## src/rtl/core/modexp_pkg.sv

```systemverilog
// Package for the modular exponentiation block.
// Holds the field widths, the modular product kinds and the controller/datapath
// command and status structs. It depends on nothing.
package modexp_pkg;

    // Width of every field of the request and result words.
    localparam int FIELD_WIDTH           = 64;
    // Input tdata carries base and exponent side by side.
    localparam int IN_TDATA_WIDTH        = 2 * FIELD_WIDTH;
    // Default arithmetic width; only this many low bits of each value are used.
    localparam int DEFAULT_OPERAND_WIDTH = 64;

    // Which modular product the shared shift-add unit is working on.
    typedef enum logic [1:0] {
        MM_REDUCE   = 2'd0,  // base mod modulus
        MM_SQUARE   = 2'd1,  // acc * acc mod modulus
        MM_MULTIPLY = 2'd2   // acc * base mod modulus
    } t_mm_kind;

    // Commands from the controller to the datapath.
    typedef struct packed {
        logic     load;       // capture a request and seed the accumulator
        logic     mm_start;   // clear the product and pick its operands
        logic     mm_step;    // one shift-add step of the product
        logic     commit;     // write the finished product to its target
        logic     exp_shift;  // move to the next exponent bit
        logic     push;       // move the accumulator into the result register
        t_mm_kind mm_kind;
    } t_dp_cmd;

    // Status from the datapath to the controller.
    typedef struct packed {
        logic m_zero;    // configured modulus is zero
        logic mm_last;   // current step is the last one of the product
        logic exp_msb;   // current exponent bit
        logic res_full;  // result register still holds an untaken result
    } t_dp_status;

endpackage

```

## src/rtl/core/modexp_datapath.sv

```systemverilog
// Datapath of the modular exponentiation block: modulus register, operand
// registers, the interleaved shift-add modular multiplier and the result register.
// Depends on modexp_pkg.
module modexp_datapath #(
    parameter int W = modexp_pkg::DEFAULT_OPERAND_WIDTH
) (
    input  logic                                 i_clk,
    input  logic                                 i_rst_n,
    input  logic                                 i_cfg_wen,
    input  logic [modexp_pkg::FIELD_WIDTH-1:0]   i_cfg_wdata,
    input  logic [modexp_pkg::IN_TDATA_WIDTH-1:0] i_req_data,
    input  modexp_pkg::t_dp_cmd                  i_cmd,
    output modexp_pkg::t_dp_status               o_status,
    output logic                                 o_res_valid,
    input  logic                                 i_res_ready,
    output logic [modexp_pkg::FIELD_WIDTH-1:0]   o_res_data
);

    localparam int CW = (W > 1) ? $clog2(W) : 1;
    localparam int FW = modexp_pkg::FIELD_WIDTH;

    logic [W-1:0]  r_mod;
    logic [W-1:0]  r_base;
    logic [W-1:0]  r_exp;
    logic [W-1:0]  r_acc;
    logic [W-1:0]  r_opa;
    logic [W-1:0]  r_opb;
    logic [W-1:0]  r_prod;
    logic [CW-1:0] r_cnt;
    logic          r_res_valid;
    logic [FW-1:0] r_res;

    logic [W+1:0]  step_sum;
    logic [W+1:0]  mod_x1;
    logic [W+1:0]  mod_x2;
    logic [W-1:0]  n_prod;
    logic [W-1:0]  addend;

    // One step: prod = (2 * prod + bit * opa) mod m. Since prod and opa are below
    // m, the sum is below 3m and at most two subtractions of m are needed.
    assign addend   = r_opb[W-1] ? r_opa : '0;
    assign step_sum = {1'b0, r_prod, 1'b0} + {2'b00, addend};
    assign mod_x1   = {2'b00, r_mod};
    assign mod_x2   = {1'b0, r_mod, 1'b0};

    always_comb begin
        if (step_sum >= mod_x2) begin
            n_prod = W'(step_sum - mod_x2);
        end else if (step_sum >= mod_x1) begin
            n_prod = W'(step_sum - mod_x1);
        end else begin
            n_prod = step_sum[W-1:0];
        end
    end

    always_ff @(posedge i_clk) begin
        if (!i_rst_n) begin
            r_mod <= W'(1);
        end else if (i_cfg_wen) begin
            r_mod <= i_cfg_wdata[W-1:0];
        end
    end

    always_ff @(posedge i_clk) begin
        if (i_cmd.load) begin
            r_base <= i_req_data[W-1:0];
            r_exp  <= i_req_data[FW+W-1:FW];
            // The running value starts at 1 mod m.
            r_acc  <= (r_mod <= W'(1)) ? '0 : W'(1);
        end
        if (i_cmd.mm_start) begin
            r_prod <= '0;
            r_cnt  <= '0;
            unique case (i_cmd.mm_kind)
                modexp_pkg::MM_REDUCE: begin
                    r_opa <= W'(1);
                    r_opb <= r_base;
                end
                modexp_pkg::MM_SQUARE: begin
                    r_opa <= r_acc;
                    r_opb <= r_acc;
                end
                modexp_pkg::MM_MULTIPLY: begin
                    r_opa <= r_base;
                    r_opb <= r_acc;
                end
                default: begin
                    r_opa <= '0;
                    r_opb <= '0;
                end
            endcase
        end
        if (i_cmd.mm_step) begin
            r_prod <= n_prod;
            r_opb  <= r_opb << 1;
            r_cnt  <= r_cnt + CW'(1);
        end
        if (i_cmd.commit) begin
            if (i_cmd.mm_kind == modexp_pkg::MM_REDUCE) begin
                r_base <= r_prod;
            end else begin
                r_acc <= r_prod;
            end
        end
        if (i_cmd.exp_shift) begin
            r_exp <= r_exp << 1;
        end
        if (i_cmd.push) begin
            r_res <= FW'(r_acc);
        end
    end

    always_ff @(posedge i_clk) begin
        if (!i_rst_n) begin
            r_res_valid <= 1'b0;
        end else if (i_cmd.push) begin
            r_res_valid <= 1'b1;
        end else if (i_res_ready) begin
            r_res_valid <= 1'b0;
        end
    end

    assign o_status = '{
        m_zero:   (r_mod == '0),
        mm_last:  (r_cnt == CW'(W - 1)),
        exp_msb:  r_exp[W-1],
        res_full: r_res_valid
    };

    assign o_res_valid = r_res_valid;
    assign o_res_data  = r_res;

    a_prod_reduced: assert property (@(posedge i_clk) disable iff (!i_rst_n)
        i_cmd.commit |-> (r_prod < r_mod))
        else $error("modular product not below the modulus at commit");

    a_push_empty: assert property (@(posedge i_clk) disable iff (!i_rst_n)
        i_cmd.push |-> !r_res_valid)
        else $error("result pushed over an untaken result");

    a_start_clears: assert property (@(posedge i_clk) disable iff (!i_rst_n)
        i_cmd.mm_start |=> (r_prod == '0) && (r_cnt == '0))
        else $error("product start did not clear the partial product");

endmodule

```

## src/rtl/core/modexp_ctrl.sv

```systemverilog
// Controller of the modular exponentiation block: sequences the reduction of
// the base and the square and multiply products over the exponent bits.
// Depends on modexp_pkg.
module modexp_ctrl #(
    parameter int W = modexp_pkg::DEFAULT_OPERAND_WIDTH
) (
    input  logic                   i_clk,
    input  logic                   i_rst_n,
    input  logic                   i_req_valid,
    output logic                   o_req_ready,
    input  modexp_pkg::t_dp_status i_status,
    output modexp_pkg::t_dp_cmd    o_cmd
);

    localparam int CW = (W > 1) ? $clog2(W) : 1;

    typedef enum logic [4:0] {
        S_IDLE   = 5'b00001,
        S_START  = 5'b00010,
        S_RUN    = 5'b00100,
        S_COMMIT = 5'b01000,
        S_DONE   = 5'b10000
    } t_state;

    t_state               r_state, n_state;
    modexp_pkg::t_mm_kind r_kind, n_kind;
    logic [CW-1:0]        r_bit_cnt, n_bit_cnt;

    always_comb begin
        n_state   = r_state;
        n_kind    = r_kind;
        n_bit_cnt = r_bit_cnt;
        o_cmd     = '0;
        o_cmd.mm_kind = r_kind;
        o_req_ready   = 1'b0;
        unique case (r_state)
            S_IDLE: begin
                o_req_ready = 1'b1;
                if (i_req_valid) begin
                    o_cmd.load = 1'b1;
                    n_bit_cnt  = '0;
                    n_kind     = modexp_pkg::MM_REDUCE;
                    // A zero modulus gives a zero result without any product.
                    n_state    = i_status.m_zero ? S_DONE : S_START;
                end
            end
            S_START: begin
                o_cmd.mm_start = 1'b1;
                n_state        = S_RUN;
            end
            S_RUN: begin
                o_cmd.mm_step = 1'b1;
                if (i_status.mm_last) begin
                    n_state = S_COMMIT;
                end
            end
            S_COMMIT: begin
                o_cmd.commit = 1'b1;
                if (r_kind == modexp_pkg::MM_REDUCE) begin
                    n_kind  = modexp_pkg::MM_SQUARE;
                    n_state = S_START;
                end else if (r_kind == modexp_pkg::MM_SQUARE && i_status.exp_msb) begin
                    n_kind  = modexp_pkg::MM_MULTIPLY;
                    n_state = S_START;
                end else begin
                    o_cmd.exp_shift = 1'b1;
                    if (r_bit_cnt == CW'(W - 1)) begin
                        n_state = S_DONE;
                    end else begin
                        n_bit_cnt = r_bit_cnt + CW'(1);
                        n_kind    = modexp_pkg::MM_SQUARE;
                        n_state   = S_START;
                    end
                end
            end
            S_DONE: begin
                if (!i_status.res_full) begin
                    o_cmd.push = 1'b1;
                    n_state    = S_IDLE;
                end
            end
            default: begin
                n_state = S_IDLE;
            end
        endcase
    end

    always_ff @(posedge i_clk) begin
        if (!i_rst_n) begin
            r_state   <= S_IDLE;
            r_kind    <= modexp_pkg::MM_REDUCE;
            r_bit_cnt <= '0;
        end else begin
            r_state   <= n_state;
            r_kind    <= n_kind;
            r_bit_cnt <= n_bit_cnt;
        end
    end

    a_mult_needs_bit: assert property (@(posedge i_clk) disable iff (!i_rst_n)
        (r_state == S_COMMIT && r_kind == modexp_pkg::MM_SQUARE && !i_status.exp_msb)
        |=> (r_kind != modexp_pkg::MM_MULTIPLY))
        else $error("multiply scheduled for a clear exponent bit");

    a_step_after_start: assert property (@(posedge i_clk) disable iff (!i_rst_n)
        o_cmd.mm_start |=> o_cmd.mm_step)
        else $error("product started without stepping");

    a_reduce_first: assert property (@(posedge i_clk) disable iff (!i_rst_n)
        (o_cmd.load && !i_status.m_zero) |=> (r_kind == modexp_pkg::MM_REDUCE))
        else $error("base reduction not first after a request");

endmodule

```

## src/rtl/core/modular_exponentiation_top.sv

```systemverilog
// Top level of the modular exponentiation block: result = base^exponent mod modulus.
// Instantiates modexp_ctrl and modexp_datapath; depends on modexp_pkg.
//
// Channel   Dir  Handshake                      Payload
// s_axis    in   s_axis_tvalid / s_axis_tready  tdata: base, exponent
// m_axis    out  m_axis_tvalid / m_axis_tready  tdata: result
// cfg       in   i_cfg_wen                      i_cfg_wdata: modulus
//
// One request at a time is processed. Each modular product takes OPERAND_WIDTH
// shift-add steps plus a start and a commit step in the shared multiplier.
// A request needs 1 + OPERAND_WIDTH + popcount(exponent) products from acceptance
// to result; with a zero modulus the result is ready without any product.
// Reset is synchronous and active low and sets the modulus to 1.
// The result register holds a finished result while the next request is taken;
// a stalled result holds the controller only when the following one is done.
module modular_exponentiation_top #(
    parameter int OPERAND_WIDTH = modexp_pkg::DEFAULT_OPERAND_WIDTH
) (
    input  logic                                  i_clk,
    input  logic                                  i_rst_n,
    // Configuration: the modulus, written whenever i_cfg_wen is high.
    input  logic                                  i_cfg_wen,
    input  logic [modexp_pkg::FIELD_WIDTH-1:0]    i_cfg_wdata,
    // Request channel.
    input  logic                                  s_axis_tvalid,
    output logic                                  s_axis_tready,
    // Fields from bit 0 up: base [63:0], exponent [127:64].
    input  logic [modexp_pkg::IN_TDATA_WIDTH-1:0] s_axis_tdata,
    // Result channel.
    output logic                                  m_axis_tvalid,
    input  logic                                  m_axis_tready,
    // Fields from bit 0 up: result [63:0].
    output logic [modexp_pkg::FIELD_WIDTH-1:0]    m_axis_tdata
);

    // Command and status buses between the controller and the datapath.
    modexp_pkg::t_dp_cmd    cmd;
    modexp_pkg::t_dp_status status;

    // The controller owns the request handshake and the product sequence.
    modexp_ctrl #(
        .W (OPERAND_WIDTH)
    ) u_ctrl (
        .i_clk       (i_clk),
        .i_rst_n     (i_rst_n),
        .i_req_valid (s_axis_tvalid),
        .o_req_ready (s_axis_tready),
        .i_status    (status),
        .o_cmd       (cmd)
    );

    // The datapath holds the modulus, the operands, the shift-add multiplier
    // and the result register that drives the result channel.
    modexp_datapath #(
        .W (OPERAND_WIDTH)
    ) u_datapath (
        .i_clk       (i_clk),
        .i_rst_n     (i_rst_n),
        .i_cfg_wen   (i_cfg_wen),
        .i_cfg_wdata (i_cfg_wdata),
        .i_req_data  (s_axis_tdata),
        .i_cmd       (cmd),
        .o_status    (status),
        .o_res_valid (m_axis_tvalid),
        .i_res_ready (m_axis_tready),
        .o_res_data  (m_axis_tdata)
    );

endmodule
```

## config.mk

```make
export PLATFORM = sky130hd
export DESIGN_NAME = modular_exponentiation_top
export DESIGN_NICKNAME = d
export VERILOG_FILES = /design/src/rtl/core/modexp_pkg.sv /design/src/rtl/core/modexp_datapath.sv /design/src/rtl/core/modexp_ctrl.sv /design/src/rtl/core/modular_exponentiation_top.sv
export SDC_FILE = /design/constraint.sdc
export NUM_CORES = 1
export LEC_CHECK = 0
export BUFFER_PORTS_ARGS = -buffer_cell sky130_fd_sc_hd__buf_2
export CORE_AREA = 2 2 240 242
export CTS_CLUSTER_DIAMETER = 50
export DETAILED_ROUTE_END_ITERATION = 7
export DIE_AREA = 0 0 242 244
export GPL_TIMING_DRIVEN = 1
export HOLD_SLACK_MARGIN = 0.05
export PLACE_DENSITY_LB_ADDON = 0.3
export SYNTH_ARGS = -nofsm -noshare
export SYNTH_HDL_FRONTEND = slang
export SYNTH_SLANG_ARGS = --single-unit
```

## constraint.sdc

```tcl
create_clock -name i_clk -period 24.5 [get_ports i_clk]
set_clock_uncertainty 0.2 [all_clocks]
set_input_delay 4.9 -clock i_clk [delete_from_list [all_inputs] [get_ports i_clk]]
set_output_delay 4.9 -clock i_clk [all_outputs]
set_load 0.005 [all_outputs]
```

---- Word-level counts from Yosys, hierarchy flattened ----
Index checks and enable logic that the tools add are counted.
storage, ports and cells
  input port bits ......................... 197
  flip-flop bits (word level) ............. 532
cells by class
  mux-type cells .......................... 50
  $add $sub $neg .......................... 5
  equality and inequality tests ........... 16
  reductions and logical operators ........ 11
  $lt $le $gt $ge ......................... 3
operator list
  operator                                               count
  2-to-1 mux 64 bit                                      15
  case mux 64 bit (3 select lines)                       1
  case mux 64 bit (2 select lines)                       1
  subtractor 64 bit                                      2
  adder 65 x 64 -> 66 bit                                1
  greater-or-equal comparator 66 x 64 -> 1 bit           1
  greater-or-equal comparator 66 x 65 -> 1 bit           1
  <= comparator 64 x 1 -> 1 bit (second input constant)  1
  logical NOT 64 bit                                     1
  2-to-1 mux 6 bit                                       6
  2-to-1 mux 5 bit                                       7
  case mux 5 bit (5 select lines)                        1
  adder 6 x 1 -> 6 bit (second input constant)           2
  equality test 6 bit (second input constant)            2
  2-to-1 mux 1 bit                                       12
  inequality test 2 bit (second input constant)          6
  case mux 6 bit (2 select lines)                        1
  2-to-1 mux 2 bit                                       5
  nonzero test 2 bit                                     4
  AND reduction 3 bit                                    2
  equality test 5 x 1 -> 1 bit (second input constant)   1
  equality test 5 x 2 -> 1 bit (second input constant)   1
  equality test 5 x 3 -> 1 bit (second input constant)   1
  equality test 5 x 4 -> 1 bit (second input constant)   1
  9 further kinds                                        9

---- Depth between registers and ports, before layout ----
  depth after elaboration ................. 6
  depth in mapped cells ................... 29
  depth with buffers taken out ............ 26

---- By module ----
Synthesis repeated with hierarchy kept, for this count alone.
unflattened totals
  cell total of the unflattened synthesis .. 3700
  area, all modules ....................... 33943.8 µm²
modules (own cells, without submodules)
  module           cells each  times used  area each (µm²)
  modexp_datapath  3597        1           33118.0
  modexp_ctrl      103         1           825.8

---- Worst setup path after synthesis ----
Ideal clock, no wire load.
  kind .................................... reg-to-reg
  start ................................... reg u_ctrl.r_state[1]
  end ..................................... reg u_datapath.r_res[0] (netlist: u_datapath.o_res_data[0]) (enable)
  library setup time ...................... 670 ps
  setup slack ............................. 16285 ps
  buffers on the path ..................... 0
  arrival ................................. 7345 ps
  cell stages (with the launch flop) ...... 3
  cell sequence ........................... dfxtp_1 -> or3_1 -> nor4b_1
RTL lines
  what                    RTL line                RTL
  start, declared         modexp_ctrl.sv:25       t_state r_state, n_state;
  start signal, assigned  modexp_ctrl.sv:94       r_state <= n_state;
  end signal, assigned    modexp_datapath.sv:109  r_res <= FW'(r_acc);
  end, declared           modexp_datapath.sv:31   logic [FW-1:0] r_res;

---- Worst setup path after layout ----
  start ................................... reg u_datapath.r_opb[63]
  end ..................................... reg u_datapath.r_prod[34] (data pin)
between the ends
  cells in the longest elaborated chain, start to end .. 6
  elaborated cells between the ends (all ways) .. 9
  classes of those cells .................. 3 x add/sub; 2 x order compare; 4 x mux
RTL lines
  what                                                                                      RTL line                                      RTL
  start, declared                                                                           modexp_datapath.sv:27                         logic [W-1:0] r_opb;
  start signal, assigned                                                                    modexp_datapath.sv:77                         r_opb <= r_base;
  start signal, assigned                                                                    modexp_datapath.sv:81                         r_opb <= r_acc;
  start signal, assigned                                                                    modexp_datapath.sv:85                         r_opb <= r_acc;
  2-to-1 mux 64 bit *                                                                       modexp_datapath.sv:41                         assign addend = r_opb[W-1] ? r_opa : '0;
  adder 65 x 64 -> 66 bit *                                                                 modexp_datapath.sv:42                         assign step_sum = {1'b0, r_prod, 1'b0} + {2'b00, addend};
  subtractor 64 bit / greater-or-equal comparator 66 x 64 -> 1 bit (equally long branches)  modexp_datapath.sv:50, modexp_datapath.sv:49
  2-to-1 mux 64 bit                                                                         modexp_datapath.sv:49                         end else if (step_sum >= mod_x1) begin
  2-to-1 mux 64 bit *                                                                       modexp_datapath.sv:47                         if (step_sum >= mod_x2) begin
  2-to-1 mux 64 bit *                                                                       modexp_datapath.sv:93                         if (i_cmd.mm_step) begin
  end signal, assigned                                                                      modexp_datapath.sv:94                         r_prod <= n_prod;
  end, declared                                                                             modexp_datapath.sv:28                         logic [W-1:0] r_prod;
Mark *: on every way between the ends. The rest lies on a longest branch, timed or not.
A chain may end at the register's enable or synchronous reset.

==> impl_metrics.json <==
{
  "status": "finished, final reports clean",
  "pwr_density_cell_nw_per_um2": 122.9,
  "synth_adder_area_share": 0.07509,
  "cts_made_buffers": 58,
  "crit_arrival_ns": 9.14,
  "hp-class": "flip-flop to flip-flop",
  "seq_area_frac_synth": 0.4132,
  "io_pins": 263,
  "setup_viol": 0,
  "synth_nets": 4065,
  "cp-start-kind": "flip-flop",
  "p_comb_frac": 0.526,
  "synthXorXnorAreaFrac": 0.04714,
  "critPathLaunch": "u_datapath.r_opb[63]$_DFFE_PP_",
  "synth_top_family_by_area": "compound AO/OA/AOI/OAI gates",
  "drt_pass1_iterations": 6,
  "muxShareOfSynthArea": 0.03367,
  "max_slew_margin": 0.1672,
  "dr_total_vias": 29590,
  "synth_cells": 3668,
  "crit_path_max_fanout": 98,
  "yosys.area.top_type_share": 0.2893,
  "num_antenna_cells": 0,
  "p_switching_mw": 2.031,
  "clock_path_buffers": 3,
  "drv_slew": 0,
  "die_w_um": 242,
  "drive_gt1_frac": 0.1101,
  "cell_internal_pwr_mw": 2.548,
  "max_freq_mhz": 111.9,
  "cts_root_buffer": "clkbuf_16",
  "maxCapViolations": 0,
  "final_hold_viol_count": 0,
  "grt_usage": 0.3468,
  "initial_core_util": 0.5987,
  "p_seq_frac": 0.270,
  "yosys-top-cells-count": "nand2_1, edfxtp_1, nor2_1",
  "path_class": "flip-flop to flip-flop",
  "syn_area_um2": 33630,
  "rsz0062_at_grt": "false",
  "switching_share": 0.4435,
  "post-synth-top-area-cell": "edfxtp_1",
  "synth-simple-area-share": 0.1571,
  "grt_max_degree": 99,
  "cts.sinks": 532,
  "routedWlPerCell_um": 23.01,
  "synthArstFlopShare": 0,
  "first_iter_violations": 3672,
  "setup_tns_ns": 0,
  "syn_to_final_growth_pct": 10.79,
  "required_ns": 24.70,
  "synth_edf_count": 324,
  "port_buffers": 262,
  "place.gp.congestion": 0.9826,
  "die_h_um": 244,
  "overflow": 0,
  "p_leak_nw": 14.60,
  "power_frac_clock": 0.204,
  "die-area_um2": 59050,
  "routed_wl_um": 105300,
  "cts_hold_buf": 0,
  "synth_compound_area_frac": 0.2321,
  "vias_per_cell": 6.462,
  "cts_tree": "yes",
  "instances_no_fill": 4579,
  "cts_resized": 0,
  "yosysMostFrequentCell": "nand2_1",
  "ys.flop_type": "edfxtp_1",
  "fin_crit_sh": 0.3648,
  "coreArea_um2": 56170,
  "grt_pass1_vias": 27430,
  "min_from": "u_datapath.r_exp[0]$_SDFFE_PP0P_",
  "antenna_found_initial": 0,
  "worst_slew_pin_slew_ns": 1.249,
  "fin_nets": 4171,
  "synth_area_leaders": "edfxtp_1, dfxtp_1, ha_1",
  "final_antenna_net_count": 0,
  "grt_first_pass_wirelength_um": 160600,
  "drc": 0,
  "row_count": 87,
  "dp.cells": 4470,
  "synth.distinct_cells": 86,
  "clock_latency_ns": 0.65,
  "yosys_warnings": 0,
  "crit_path_end_kind": "flip-flop",
  "clk_pin_slew_ns": 0.06,
  "ctsHtreeMaxLevel": 2,
  "finalCriticalPeriod_ns": 8.938,
  "ir_drop_mv": 0.09960,
  "hpwl_um": 78560,
  "synth_area_per_cell_um2": 9.168,
  "total_power_mw": 4.579,
  "cts_setup_buffers": 0,
  "r2r-start": "u_datapath.r_opb[63]$_DFFE_PP_",
  "ys_seq_elements": 532
}
==> per-layer routing <==
layer | track usage | part of all wire | wire (µm) | vias up
li1 | - | - | - | 13790
met1 | 0.5227 | 0.45 | 47160 | 13990
met2 | 0.5021 | 0.41 | 43700 | 1646
met3 | 0.06069 | 0.10 | 11050 | 158
met4 | 0.1166 | 0.033 | 3433 | 0
met5 | 0 | 0 | 0 | -
==> per-stage QoR <==
step	util	setup WS [ns]	area (µm²)	hold slack (ns)
floorplan	-	16.28	33630	0.2366
global placement	0.6261	15.82	35170	0.2504
global route	0.6633	15.08	37260	0.3084
CTS	0.6633	15.80	37260	0.2636
finish	0.6633	15.56	37260	0.2620
detailed placement	0.6261	15.82	35170	0.2550
==> kinds of logic (layout without fill, tap and decap cells) <==
family | after synthesis | in the layout
AND/OR/NAND/NOR | 1117 | 1117
XOR/XNOR | 181 | 181
buffers and inverters | 354 | 509
AO/OA/AOI/OAI | 1171 | 1171
multiplexers | 113 | 113
adder cells (fa/ha/maj) | 200 | 200
flip-flops | 532 | 532
==> sequential cells by signal, summed over array words and instances (netlist names) <==
name / count
u_datapath.r_prod: 64
u_datapath.r_opb: 64
u_datapath.r_base: 64
u_datapath.r_cnt: 6
u_ctrl.r_kind: 2
u_ctrl.r_bit_cnt: 6
u_datapath.r_acc: 64
u_datapath.r_mod: 64
u_datapath.o_res_data: 64
u_datapath.r_exp: 64
u_datapath.o_res_valid: 1
u_ctrl.r_state: 5
u_datapath.r_opa: 64
==> area by class of cell <==
class,instances,area [µm²]
inverter,116,436.7
sequential,532,13890
multi-input combinational,2782,18410
fill,4631,18910
timing repair buffer,284,1479
clock buffer,77,1637
tap,756,945.9
clock inverter,32,450.4
==> cells in the final DEF (no fill, tap or decap), types with 112 or more instances in the layout <==
| cell type | Yosys | routed |
|---|---|---|
| buf_2 | 15 | 261 |
| edfxtp_1 | 324 | 324 |
| a22o_1 | 128 | 128 |
| inv_1 | 116 | 115 |
| mux2i_1 | 112 | 112 |
| nor2_1 | 280 | 278 |
| nand2_1 | 402 | 398 |
| a21oi_1 | 234 | 234 |
| dfxtp_1 | 208 | 208 |
| o21ai_0 | 224 | 224 |
| a22oi_1 | 130 | 130 |
| ha_1 | 197 | 193 |
==> power by group through the flow <==
stage	registers [mW]	clock network [mW]	logic, mW
after floorplan	1.21	0	1.73
after global placement	1.24	0	2.34
after detailed placement	1.24	0	2.33
after CTS	1.23	0.941	2.34
after global routing	1.25	0.977	2.61
final	1.24	0.934	2.41
==> worst paths after layout <==
check	end	slack, ns	depth (start not counted)
setup reg to reg	u_datapath.r_prod[34]$_SDFFCE_PN0P_	15.56	25
hold / removal	u_datapath.r_exp[0]$_SDFFE_PP0P_	0.26	2
setup / recovery	u_datapath.r_prod[34]$_SDFFCE_PN0P_	15.56	25
hold reg to reg	u_datapath.r_exp[0]$_SDFFE_PP0P_	0.26	2
==> critical path, cell delays in order, from the launching register on <==
cell and delay (ns):
edfxtp_1 0.35, buf_4 0.29, and2_1 0.21, ha_1 0.20
inv_1 0.07, fa_1 0.19, nand2b_1 0.13, a21oi_1 0.10
o41ai_1 0.58, a211oi_1 0.25, a31oi_1 0.47, a31oi_1 0.26
nor3b_1 0.50, xnor2_1 0.34, ha_1 0.42, a21o_1 0.21
a21o_1 0.16, a21oi_1 0.26, o22ai_1 0.11, or3_1 0.33
a211oi_1 0.42, o21ai_1 0.24, a221oi_4 0.28, buf_4 0.69
nand2_1 0.81, o22ai_1 0.53
Note: power is estimated with default switching activity, not from simulation.
